### src/rtl/core/css_pkg.sv
`timescale 1ns / 1ps
`default_nettype none

package css_pkg;

    // Number of rotation steps and the length of the arctangent table
    localparam int ITERATIONS = 16;
    localparam int TABLE_LEN  = 30;
    localparam int STEPS      = (ITERATIONS > TABLE_LEN) ? TABLE_LEN : ITERATIONS;
    localparam int SHIFT_W    = $clog2(TABLE_LEN);

    // Angle scaling to a binary angle, 2^31 stands for pi
    localparam logic [31:0] ANGLE_SCALE = 32'h0000_28be;
    localparam logic [31:0] HALF_TURN   = 32'h8000_0000;
    localparam logic [31:0] INV_GAIN    = 32'h18bd_e0bb;

    // Output rescale factor, positive, carried as a signed 20-bit value
    localparam logic signed [19:0] OUT_SCALE = 20'sh6488d;

    localparam logic [31:0] ATAN_TABLE [TABLE_LEN] = '{
        32'h2000_0000, 32'h12E4_051D, 32'h09FB_385B, 32'h0511_11D4, 32'h028B_0D43,
        32'h0145_D7E1, 32'h00A2_F61E, 32'h0051_7C55, 32'h0028_BE53, 32'h0014_5F2E,
        32'h000A_2F98, 32'h0005_17CC, 32'h0002_8BE6, 32'h0001_45F3, 32'h0000_A2F9,
        32'h0000_517C, 32'h0000_28BE, 32'h0000_145F, 32'h0000_0A2F, 32'h0000_0517,
        32'h0000_028B, 32'h0000_0145, 32'h0000_00A2, 32'h0000_0051, 32'h0000_0028,
        32'h0000_0014, 32'h0000_000A, 32'h0000_0005, 32'h0000_0002, 32'h0000_0001
    };

    // Rotation state handed from cell to cell
    typedef struct packed {
        logic [31:0] x;
        logic [31:0] y;
        logic [31:0] z;
        logic        fold;
    } rot_t;

endpackage

`default_nettype wire

### src/rtl/core/css_post.sv
`timescale 1ns / 1ps
`default_nettype none

module css_post (
    input  wire logic               clk,
    input  wire logic               rst_n,
    input  wire logic               adv,
    input  wire logic               valid_in,
    input  wire css_pkg::rot_t      rot_in,
    output logic                    valid,
    output logic signed [17:0]      sine,
    output logic signed [17:0]      cosine
);

    logic signed [51:0] sin_prod;
    logic signed [51:0] cos_prod;
    logic               mul_valid_reg;
    logic [17:0]        mul_sin_reg;
    logic [17:0]        mul_cos_reg;
    logic               mul_fold_reg;
    logic               out_valid_reg;
    logic [17:0]        sine_reg;
    logic [17:0]        cosine_reg;
    logic [17:0]        cosine_next;

    // Rescale: keep the low 18 bits of the high word of each product
    assign sin_prod = $signed(rot_in.y) * css_pkg::OUT_SCALE;
    assign cos_prod = $signed(rot_in.x) * css_pkg::OUT_SCALE;

    // Negate the cosine of a folded angle
    assign cosine_next = mul_fold_reg ? (18'd0 - mul_cos_reg) : mul_cos_reg;

    always_ff @(posedge clk or negedge rst_n)
    begin
        if (!rst_n)
        begin
            mul_valid_reg <= 1'b0;
            out_valid_reg <= 1'b0;
        end
        else if (adv)
        begin
            mul_valid_reg <= valid_in;
            out_valid_reg <= mul_valid_reg;
        end
    end

    always_ff @(posedge clk)
    begin
        if (adv)
        begin
            mul_sin_reg  <= sin_prod[49:32];
            mul_cos_reg  <= cos_prod[49:32];
            mul_fold_reg <= rot_in.fold;
            sine_reg     <= mul_sin_reg;
            cosine_reg   <= cosine_next;
        end
    end

    assign valid  = out_valid_reg;
    assign sine   = sine_reg;
    assign cosine = cosine_reg;

endmodule

`default_nettype wire

### config.mk
export PLATFORM = sky130hd
export DESIGN_NAME = css_post
export DESIGN_NICKNAME = d
export VERILOG_FILES = /design/src/rtl/core/css_pkg.sv /design/src/rtl/core/css_post.sv
export SDC_FILE = /design/constraint.sdc
export NUM_CORES = 1
export LEC_CHECK = 0
export BUFFER_PORTS_ARGS = -buffer_cell sky130_fd_sc_hd__buf_2
export CORE_MARGIN = 1.5
export CORE_UTILIZATION = 30
export CTS_CLUSTER_SIZE = 16
export DETAILED_ROUTE_END_ITERATION = 8
export PLACE_DENSITY_LB_ADDON = 0.25
export SLEW_MARGIN = 40
export SYNTH_ARGS = -nofsm -noshare
export SYNTH_HDL_FRONTEND = slang
export SYNTH_SLANG_ARGS = --single-unit
### constraint.sdc
create_clock -name clk -period 3.17 [get_ports clk]
set_input_delay 0 -clock clk [delete_from_list [all_inputs] [get_ports clk]]
set_output_delay 0 -clock clk [all_outputs]
set_load 0.01 [all_outputs]
==> impl_metrics.tcl <==
set metrics [dict create \
    r2r-end "cosine[17]$_DFFE_PP_" \
    numCtsBuffers 9 \
    synth_fa_ha_area_frac 0.580 \
    insertedDiodeCount 0 \
    clock_skew_ns 0.00574 \
    syn-cell-area_mm2 0.0213 \
    synth_top_area_frac 0.338 \
    r2r_slack_ns 0.94 \
    clk_latency_ns 0.34 \
    synth.area.top_cells "fa_1 34%, ha_1 24%, inv_1 14%" \
    endpoint "mul_sin_reg[17]$_DFFE_PP_" \
    dp.cells 3693 \
    violations "negative setup slack" \
    whs_ns 0.156 \
    syn-mean-instance-area_um2 9.51 \
    synth.ff_latch_count 75 \
    area_growth_pct 32.7 \
    netlist.top_cell.by_area "fa_1" \
    overflow 0 \
    maxCapViolations 0 \
    status "complete, but fails checks" \
    critical_path_depth 24 \
    worstPathArrival_ns 5.86 \
    die_x_um 270 \
    synth_xor_area_frac 0.0472 \
    drc 0 \
    slew_viol_final 0 \
    final_nets 3678 \
    fin_ws_ns -2.48 \
    syn_nets 3119 \
    synth_edf_count 73 \
    tightest_slew_ns 0.649 \
    die_area_mm2 0.0728 \
    worst_ep_required_time_ns 3.37 \
    rr_worst_depth 6 \
    synth-simple-area-share 0.0484 \
    gp_congestion 0.881 \
    synth.distinct_cells 58 \
    h-tree-depth 3 \
    yosysWarnings 0 \
    grt.total_usage 0.158 \
    synthFlopType "edfxtp_1" \
    hold_violations 0 \
    crit_start "rot_in[37]" \
    post-route-period-util 1.78 \
    die_h_um 270 \
    cp-end-kind "flop" \
    synth_cells 2245 \
    hpwl_um 50400 \
    synth_top_family_by_area "adder cells" \
    drt_iter0_drc 623 \
    crit_path_start_kind "input pin" \
    rsz0062_at_grt "yes" \
    critPathSlowestCell "fa_1" \
    grt_max_degree 68 \
    io_buffers 105 \
    cpMostUsedCell "fa_1" \
    path_buf_inv 7 \
    synthMuxAreaShare 0.00528 \
    r2r-start "mul_cos_reg[4]$_DFFE_PP_" \
    fin_cells 3749 \
    preCtsSetupSlack_ns -3.00 \
    first_pass_iters 6 \
    ant_nets 0 \
    wl_um 55800 \
    async_flop_share 0.0267 \
    setup_viol 36 \
    critPathTopFamily "adder cells" \
    core_mm2 0.0703 \
    initial_core_util 0.304 \
    vias 16200 \
    hold_class "input pin to flop" \
    synth-compound-area-share 0.0720 \
    grt_pass1_vias 18300 \
    antenna_found_initial 0 \
    finalCriticalPeriod_ns 5.65 \
    hold_depth 1 \
    crit_type "input pin to flop" \
    cts_tree "yes" \
    cts_buffer_depth 2 \
    rows 97 \
    clk_pin_slew_ns 0.07 \
    drive_gt1_frac 0.279 \
    avgRoutedWirePerCell_um 14.9 \
    drt-vias-per-instance 4.31 \
    cts.root.buffer_cell "clkbuf_16" \
    io_pins 138 \
    grt_pass1_wl_um 93000 \
    cp_cell_sequence "buf_8 -> ha_4 -> inv_2 -> fa_1 -> inv_1 -> fa_1 -> fa_1 -> inv_1 -> fa_1 -> inv_1 -> fa_1 -> inv_2 -> fa_1 -> inv_2 -> ha_4 -> a21oi_4 -> o211ai_1 -> a2111o_1 -> a211o_1 -> a221o_1 -> o21bai_4 -> o21ai_2 -> or4_4 -> nand3_2" \
    clock_sinks 75 \
    path_max_fanout 4 \
    ys_seq_area_frac 0.105 \
    timing.fmax_ghz 0.177 \
    max_stage_delay_ns 0.51 \
    max_slew_margin 0.568 \
]
metal layers:
metal	part of all wire	vias to the layer above	track usage
li1	-	7997	-
met1	0.48	7960	0.217
met2	0.49	191	0.278
met3	0.023	23	0.0121
met4	0.0082	0	0.0198
met5	0	-	0
logic make-up after synthesis:
family,Yosys count
buf+inv,807
simple gates,219
mux,11
fa+ha+maj,774
xor+xnor,115
compound gates,244
flops,75
synthesized netlist by cell type, types with 14 or more instances:
cell / count
fa_1: 360
a21oi_1: 92
xnor2_1: 75
nand3_1: 15
xor2_1: 40
a21o_1: 31
nand2_1: 83
nor2_1: 46
inv_1: 789
clkbuf_1: 14
and3_1: 14
o21ai_0: 46
ha_1: 413
nor3_1: 14
edfxtp_1: 73
through the flow:
step,util,instance area [um2],TNS (ns)
2_1_floorplan,-,21900,-71.61
3_3_place_gp,0.380,26700,-94.80
3_5_place_dp,0.380,26700,-95.82
4_1_cts,0.399,28000,-79.39
5_1_grt,0.403,28300,-86.64
6_report,0.403,28300,-79.94
worst reg2reg max path, stage by stage (launching register included):
cell	delay [ns]
edfxtp_1	0.44
nor4_1	0.39
inv_1	0.11
nor3_1	0.38
nand3_1	0.24
o31ai_1	0.31
xnor2_1	0.10
cells in the final DEF (no fill, tap or decap), types with 8 or more instances in the layout:
cell type    n
nor2_1      41
nand3_1      9
buf_4      444
a21oi_2     19
ha_1       357
clkbuf_16    9
nor2b_1      8
nand2b_1     8
inv_2       40
o21ai_0     31
buf_8        9
and3_1      12
nor3_1      12
buf_2       77
a21o_1      31
xnor2_1     71
ha_4        56
mux2i_1      9
inv_1      747
o21ai_2      8
nand2_1     77
edfxtp_1    73
buf_6       24
xor2_1      38
fa_1       344
fa_2        16
a21oi_1     69
nand4_1     12
cell type report:
| type | count | area (um2) |
|---|---|---|
| Multi-Input combinational cell | 1363 | 17300 |
| Fill cell | 6966 | 42000 |
| Inverter | 789 | 2970 |
| Timing Repair Buffer | 566 | 4300 |
| Clock buffer | 9 | 225 |
| Tap cell | 940 | 1180 |
| Clock inverter | 7 | 70.1 |
| Sequential cell | 75 | 2240 |
worst min-delay path by stage:
stage	start	endpoint	slack [ns]
floorplan	rst_n	mul_valid_reg$_DFFE_PN0P_	-0.30
global placement	rst_n	mul_valid_reg$_DFFE_PN0P_	-0.22
detailed placement	rst_n	valid$_DFFE_PN0P_	-0.21
CTS	adv	sine[1]$_DFFE_PP_	0.18
global route	adv	sine[1]$_DFFE_PP_	0.18
finish	adv	sine[1]$_DFFE_PP_	0.16
repair_timing:
item	in CTS	in global routing
endpoints found under the hold margin	4	0
endpoints found under the setup margin	36	36
gates cloned	0	0
pin swaps	78	55
gates resized for setup	158	69
buffers inserted	37	12
hold buffers	4	0
Power is left out: the tool's default activity adds up to more than one toggle a clock period on the data nets, which glitch-free logic cannot reach.
