--- src/rtl/core/css_pkg.sv ---
`timescale 1ns / 1ps
`default_nettype none

package css_pkg;

    // Number of rotation steps and the length of the arctangent table
    localparam int ITERATIONS = 16;
    localparam int TABLE_LEN  = 30;
    localparam int STEPS      = (ITERATIONS > TABLE_LEN) ? TABLE_LEN : ITERATIONS;
    localparam int SHIFT_W    = $clog2(TABLE_LEN);

    // Angle scaling to a binary angle, 2^31 stands for pi
    localparam logic [31:0] ANGLE_SCALE = 32'h0000_28be;
    localparam logic [31:0] HALF_TURN   = 32'h8000_0000;
    localparam logic [31:0] INV_GAIN    = 32'h18bd_e0bb;

    // Output rescale factor, positive, carried as a signed 20-bit value
    localparam logic signed [19:0] OUT_SCALE = 20'sh6488d;

    localparam logic [31:0] ATAN_TABLE [TABLE_LEN] = '{
        32'h2000_0000, 32'h12E4_051D, 32'h09FB_385B, 32'h0511_11D4, 32'h028B_0D43,
        32'h0145_D7E1, 32'h00A2_F61E, 32'h0051_7C55, 32'h0028_BE53, 32'h0014_5F2E,
        32'h000A_2F98, 32'h0005_17CC, 32'h0002_8BE6, 32'h0001_45F3, 32'h0000_A2F9,
        32'h0000_517C, 32'h0000_28BE, 32'h0000_145F, 32'h0000_0A2F, 32'h0000_0517,
        32'h0000_028B, 32'h0000_0145, 32'h0000_00A2, 32'h0000_0051, 32'h0000_0028,
        32'h0000_0014, 32'h0000_000A, 32'h0000_0005, 32'h0000_0002, 32'h0000_0001
    };

    // Rotation state handed from cell to cell
    typedef struct packed {
        logic [31:0] x;
        logic [31:0] y;
        logic [31:0] z;
        logic        fold;
    } rot_t;

endpackage

`default_nettype wire

--- src/rtl/core/css_cell.sv ---
`timescale 1ns / 1ps
`default_nettype none

module css_cell (
    input  wire logic                           clk,
    input  wire logic                           rst_n,
    input  wire logic                           adv,
    input  wire logic [css_pkg::SHIFT_W-1:0]    shift,
    input  wire logic [31:0]                    atan,
    input  wire logic                           valid_in,
    input  wire css_pkg::rot_t                  rot_in,
    output logic                                valid_out,
    output css_pkg::rot_t                       rot_out
);

    logic          valid_reg;
    css_pkg::rot_t rot_reg;
    css_pkg::rot_t rot_next;
    logic [31:0]   dx;
    logic [31:0]   dy;

    // One rotation step: direction from the sign of the residual angle
    always_comb
    begin
        dx = 32'($signed(rot_in.y) >>> shift);
        dy = 32'($signed(rot_in.x) >>> shift);
        rot_next.fold = rot_in.fold;
        if (!rot_in.z[31])
        begin
            rot_next.x = rot_in.x - dx;
            rot_next.y = rot_in.y + dy;
            rot_next.z = rot_in.z - atan;
        end
        else
        begin
            rot_next.x = rot_in.x + dx;
            rot_next.y = rot_in.y - dy;
            rot_next.z = rot_in.z + atan;
        end
    end

    // Hold valid across stalls
    always_ff @(posedge clk or negedge rst_n)
    begin
        if (!rst_n)
            valid_reg <= 1'b0;
        else if (adv)
            valid_reg <= valid_in;
    end

    always_ff @(posedge clk)
    begin
        if (adv)
            rot_reg <= rot_next;
    end

    assign valid_out = valid_reg;
    assign rot_out   = rot_reg;

endmodule

`default_nettype wire

--- config.mk ---
export PLATFORM = sky130hd
export DESIGN_NAME = css_cell
export DESIGN_NICKNAME = d
export VERILOG_FILES = /design/src/rtl/core/css_pkg.sv /design/src/rtl/core/css_cell.sv
export SDC_FILE = /design/constraint.sdc
export NUM_CORES = 1
export LEC_CHECK = 0
export ABC_AREA = 0
export ABC_CLOCK_PERIOD_IN_PS = 1550
export BUFFER_PORTS_ARGS = -buffer_cell sky130_fd_sc_hd__buf_2
export CORE_ASPECT_RATIO = 0.5
export CORE_UTILIZATION = 64
export CTS_CLUSTER_SIZE = 16
export DETAILED_ROUTE_END_ITERATION = 8
export GPL_ROUTABILITY_DRIVEN = 0
export HOLD_SLACK_MARGIN = 0.03
export PLACE_DENSITY = 0.89
export SLEW_MARGIN = 10
export SYNTH_ARGS = -nofsm -noshare
export SYNTH_HDL_FRONTEND = slang
export SYNTH_SLANG_ARGS = --single-unit
--- constraint.sdc ---
create_clock -name clk -period 1.55 [get_ports clk]
set_input_delay 0.31 -clock clk [delete_from_list [all_inputs] [get_ports clk]]
set_output_delay 0.31 -clock clk [all_outputs]
set_load 0.03 [all_outputs]
==> results_dict.tcl, run 1 <==
set metrics [dict create \
    status "stopped before the end" \
    haltStage "clock tree synthesis" \
    tool.error "[ERROR DPL-0038] Utilization greater than 100%, impossible to legalize" \
    ys.flop_type "edfxtp_1" \
    start_util_pct 66.8 \
    synth_area_per_cell_um2 9.21 \
    syn_area_um2 14000 \
    fp.dieH_um 107 \
    synthCells 1525 \
    synth_warnings 0 \
    place_area_um2 20400 \
    cts_sinks 98 \
    synth_seq_area_share_pct 20.9 \
    io_buffers 235 \
    hpwl_mm 58.8 \
    io_pins 236 \
    synthArstFlopShare_pct 1.02 \
    post_cts_buffers 126 \
    ys_types 93 \
    fp-row-count 37 \
    die_x_um 211 \
    holdBufCountCts 1 \
    htreeDepth 3 \
    cts_buffers 9 \
    synth_fp_nets 1769 \
    cts.path.max_buffers 2 \
    synth-edff-count 97 \
    ys_seq_elements 98 \
    ctsResizeCount 353 \
    root_buffer "clkbuf_16" \
]
cells by family after synthesis:
| family | after synthesis | share of synthesized area [%] |
|---|---|---|
| and+or+nand+nor | 410 | 14.5 |
| muxes | 157 | 18.9 |
| buffers and inverters | 121 | 4.44 |
| adders and majority gates | 106 | 9.61 |
| DFF | 98 | 20.9 |
| AOI/OAI and AO/OA | 467 | 21.3 |
| xor gates and xnor gates | 166 | 10.4 |
synthesized netlist by cell type (all sizes together), types with 12 or more instances:
cell,count,area share [%]
a21oi,155,5.6
nor2,137,3.7
ha,103,9.2
edfxtp,97,21
nand2,96,2.6
xnor2,91,5.7
mux4,82,13
o21ai,79,2.8
xor2,75,4.7
inv,49,1.3
a21o,48,2.6
buf,43,2.4
mux2i,41,2.9
nor3,35,1.2
mux2,34,2.8
a31oi,28,1.2
clkbuf,28,0.75
nand3,24,0.93
a211oi,23,1.2
o21a,22,1.2
and2,21,0.96
nor2b,19,0.85
and3,18,0.80
nand2b,14,0.62
o211ai,12,0.64
o22ai,12,0.53
metrics by stage:
stage	setup slack [ns]	hold slack, ns	setup TNS (ns)	utilization, %	instances
2_1_floorplan	-3.38	0.0144	-207.19	-	1525
3_3_place_gp	-3.64	0.0841	-234.27	96.9	2583
3_5_place_dp	-4.18	0.0854	-267.52	96.9	2583
==> run 2, diff against run 1 <==
--- a/config.mk
+++ b/config.mk
@@ -8,13 +8,10 @@
 export ABC_AREA = 0
 export ABC_CLOCK_PERIOD_IN_PS = 1550
 export BUFFER_PORTS_ARGS = -buffer_cell sky130_fd_sc_hd__buf_2
-export CORE_ASPECT_RATIO = 0.5
-export CORE_UTILIZATION = 64
-export CTS_CLUSTER_SIZE = 16
+export CORE_UTILIZATION = 40
 export DETAILED_ROUTE_END_ITERATION = 8
 export GPL_ROUTABILITY_DRIVEN = 0
-export HOLD_SLACK_MARGIN = 0.03
-export PLACE_DENSITY = 0.89
+export PLACE_DENSITY_LB_ADDON = 0.15
 export SLEW_MARGIN = 10
 export SYNTH_ARGS = -nofsm -noshare
 export SYNTH_HDL_FRONTEND = slang
==> results_dict.tcl, run 2 <==
set metrics [dict create \
    synthAdderAreaFrac_pct 9.61 \
    cts_tree "done" \
    fin_skew_ns 0 \
    worstPathArrival_ns 4.91 \
    max_cap_viol_count 0 \
    layout_common_cells "648 x buf_4, 224 x buf_2, 109 x nor2_1" \
    hp-class "input port to register" \
    synth_area_per_cell_um2 9.21 \
    synthSimpleGateAreaFrac_pct 14.5 \
    synth_common_cells "154 x a21oi_1, 137 x nor2_1, 103 x ha_1, 97 x edfxtp_1, 95 x nand2_1" \
    root_buffer "clkbuf_16" \
    min_from "rot_in[0]" \
    hold_ws_ns 0.101 \
    hold_end "rot_out[0]" \
    htreeDepth 3 \
    cts.path.max_buffers 2 \
    p_per_area_nw_per_um2 875 \
    fp-row-count 68 \
    synth_area_leader_cell "edfxtp_1" \
    synth_top_family_by_area "compound AO/OA/AOI/OAI gates" \
    synthMuxAreaShare_pct 18.9 \
    rsz0062_at_grt "true" \
    violations "negative setup slack" \
    end_kind "register" \
    synth_fp_nets 1769 \
    cp.required_ns 1.69 \
    grt_pass1_wl_mm 84.7 \
    timing.rr.end "valid_out" \
    setup_ws_ns -3.22 \
    tightest_slew_ns 0.675 \
    dr.pass1.iters 7 \
    ant_nets 0 \
    drc 0 \
    fin_setup_tns_ns -197.56 \
    rr_startpoint "valid_out" \
    total_power_mw 21.0 \
    wl_mm 55.8 \
    synth_xor_area_share_pct 10.4 \
    cp-start-kind "input port" \
    grtUsageTotal_pct 29.9 \
    min_path_cells 1 \
    clk_latency_ns 0.38 \
    max_slew_margin_pct 55.0 \
    grt_pass1_vias 16200 \
    reg2reg_depth 1 \
    clk_pin_slew_worst_paths_ns 0.08 \
    synthArstFlopShare_pct 1.02 \
    ys_types 93 \
    fin_util_pct 69.6 \
    hpwl_mm 41.9 \
    gr-total-overflow 0 \
    yosys-top-cells-area "edfxtp_1 21%, mux4_2 13%, ha_1 9.2%" \
    netlist.area_leader.share_pct 20.7 \
    setup_viol 93 \
    synth-compound-area-share_pct 21.3 \
    slew_violations 0 \
    synth_seq_area_share_pct 20.9 \
    cts_buffers 9 \
    grt_max_degree 62 \
    drt-initial-drc-count 1247 \
    cts_sinks 98 \
    wire_per_inst_um 19.2 \
    ys_seq_elements 98 \
    p_leak_nw 10.8 \
    antenna_found_initial 4 \
    synthCells 1525 \
    synth-edff-count 97 \
    synthToLayoutAreaGrowth_pct 71.4 \
    vias_per_cell 5.65 \
    critPathKind "input port to register" \
    ys.flop_type "edfxtp_1" \
    synth_most_common_cell "a21oi_1" \
    instances_no_fill 2915 \
    nets 2695 \
    core-area_um2 34500 \
    min_period_ns 4.77 \
    synth_warnings 0 \
    hold_violations 0 \
    num_vias 16500 \
    layout_commonest_cell "buf_4" \
    peakVddDrop_uv 613 \
    rrSetupSlack_ns 0.78 \
    io_pins 236 \
    dieArea_um2 35800 \
    fp.dieH_um 189 \
    syn_area_um2 14000 \
    start_util_pct 40.6 \
    worstPathMaxFanout 5 \
    io_buffers 235 \
    post-place-cells 2768 \
    die_x_um 189 \
    drive_above_1_share_pct 59.1 \
    period_share_pct 308 \
    fmax_mhz 210 \
    status "finished, violations left" \
    largest_reg_flops 97 \
]
run 2: cell counts after synthesis:
No cell type changed its count.
run 2: per-stage QoR:
stage                     cell area [µm²]  setup slack [ns]
after floorplan                     14700             -3.38
after global placement              20700             -3.84
after detailed placement            20700             -3.91
after CTS                           22900             -3.16
after global routing                24100             -3.48
final                               24100             -3.22
run 2: worst max-delay path by stage:
stage	cells past startpoint	end	startpoint
after CTS	22	rot_out[95]	shift[1]
after global placement	22	rot_out[92]	shift[0]
after detailed placement	22	rot_out[93]	shift[0]
after global routing	24	rot_out[95]	shift[1]
final	22	rot_out[95]	shift[1]
after floorplan	26	rot_out[63]	shift[1]
run 2: cells by family (layout without fill, tap and decap cells):
group	count (synthesis)	count (layout)
buffers and inverters	121	1052
adder cells (fa/ha/maj)	106	106
XOR/XNOR	166	166
other	0	4
AO/OA/AOI/OAI	467	467
flip-flops	98	98
multiplexers	157	157
AND/OR/NAND/NOR	410	410
run 2: power by group:
part | switching [mW] | internal (mW) | leakage (nW)
logic | 7.42 | 6.99 | 9.73
clock network | 1.12 | 1.42 | 0.154
registers | 0.170 | 3.91 | 0.961
run 2: layout make-up:
type	count	area (µm²)
Multi-Input combinational cell	1306	12500
Inverter	50	208
Timing Repair Buffer	986	7550
Fill cell	2652	10500
Antenna cell	4	10.0
Clock inverter	6	90.1
Sequential cell	98	2940
Tap cell	455	569
Clock buffer	10	229
run 2: repair_timing:
action                                  4_1_cts  5_1_grt
pin swaps                                   160      153
hold endpoints to repair                      1        0
endpoints found under the setup margin       94       94
gates resized for setup                     266      171
hold buffers                                  1        0
buffers inserted                             82       63
cloned                                        5        1
run 2: critical path: stages:
cell	delay, ns
buf_12	0.09
mux4_2	0.48
mux2_4	0.31
a222oi_1	0.39
buf_4	0.21
buf_6	0.09
nand4b_1	0.11
a21boi_2	0.24
and3_4	0.25
a21oi_2	0.06
xor2_1	0.14
ha_1	0.31
a211o_1	0.30
a2111oi_2	0.33
o211ai_1	0.16
o211ai_1	0.22
a2111oi_4	0.14
o21ai_2	0.21
o21ai_2	0.07
a21o_1	0.19
a211oi_2	0.20
xnor2_1	0.09
run 2: routing by layer:
| layer | track usage, % | vias to the layer above | part of all wire, % |
|---|---|---|---|
| met2 | 51.0 | 714 | 49 |
| li1 | - | 7699 | - |
| met1 | 37.1 | 7893 | 40 |
| met5 | 0 | - | 0 |
| met4 | 12.9 | 0 | 4.3 |
| met3 | 4.87 | 168 | 7.0 |
(Power assumes the default switching activity.)
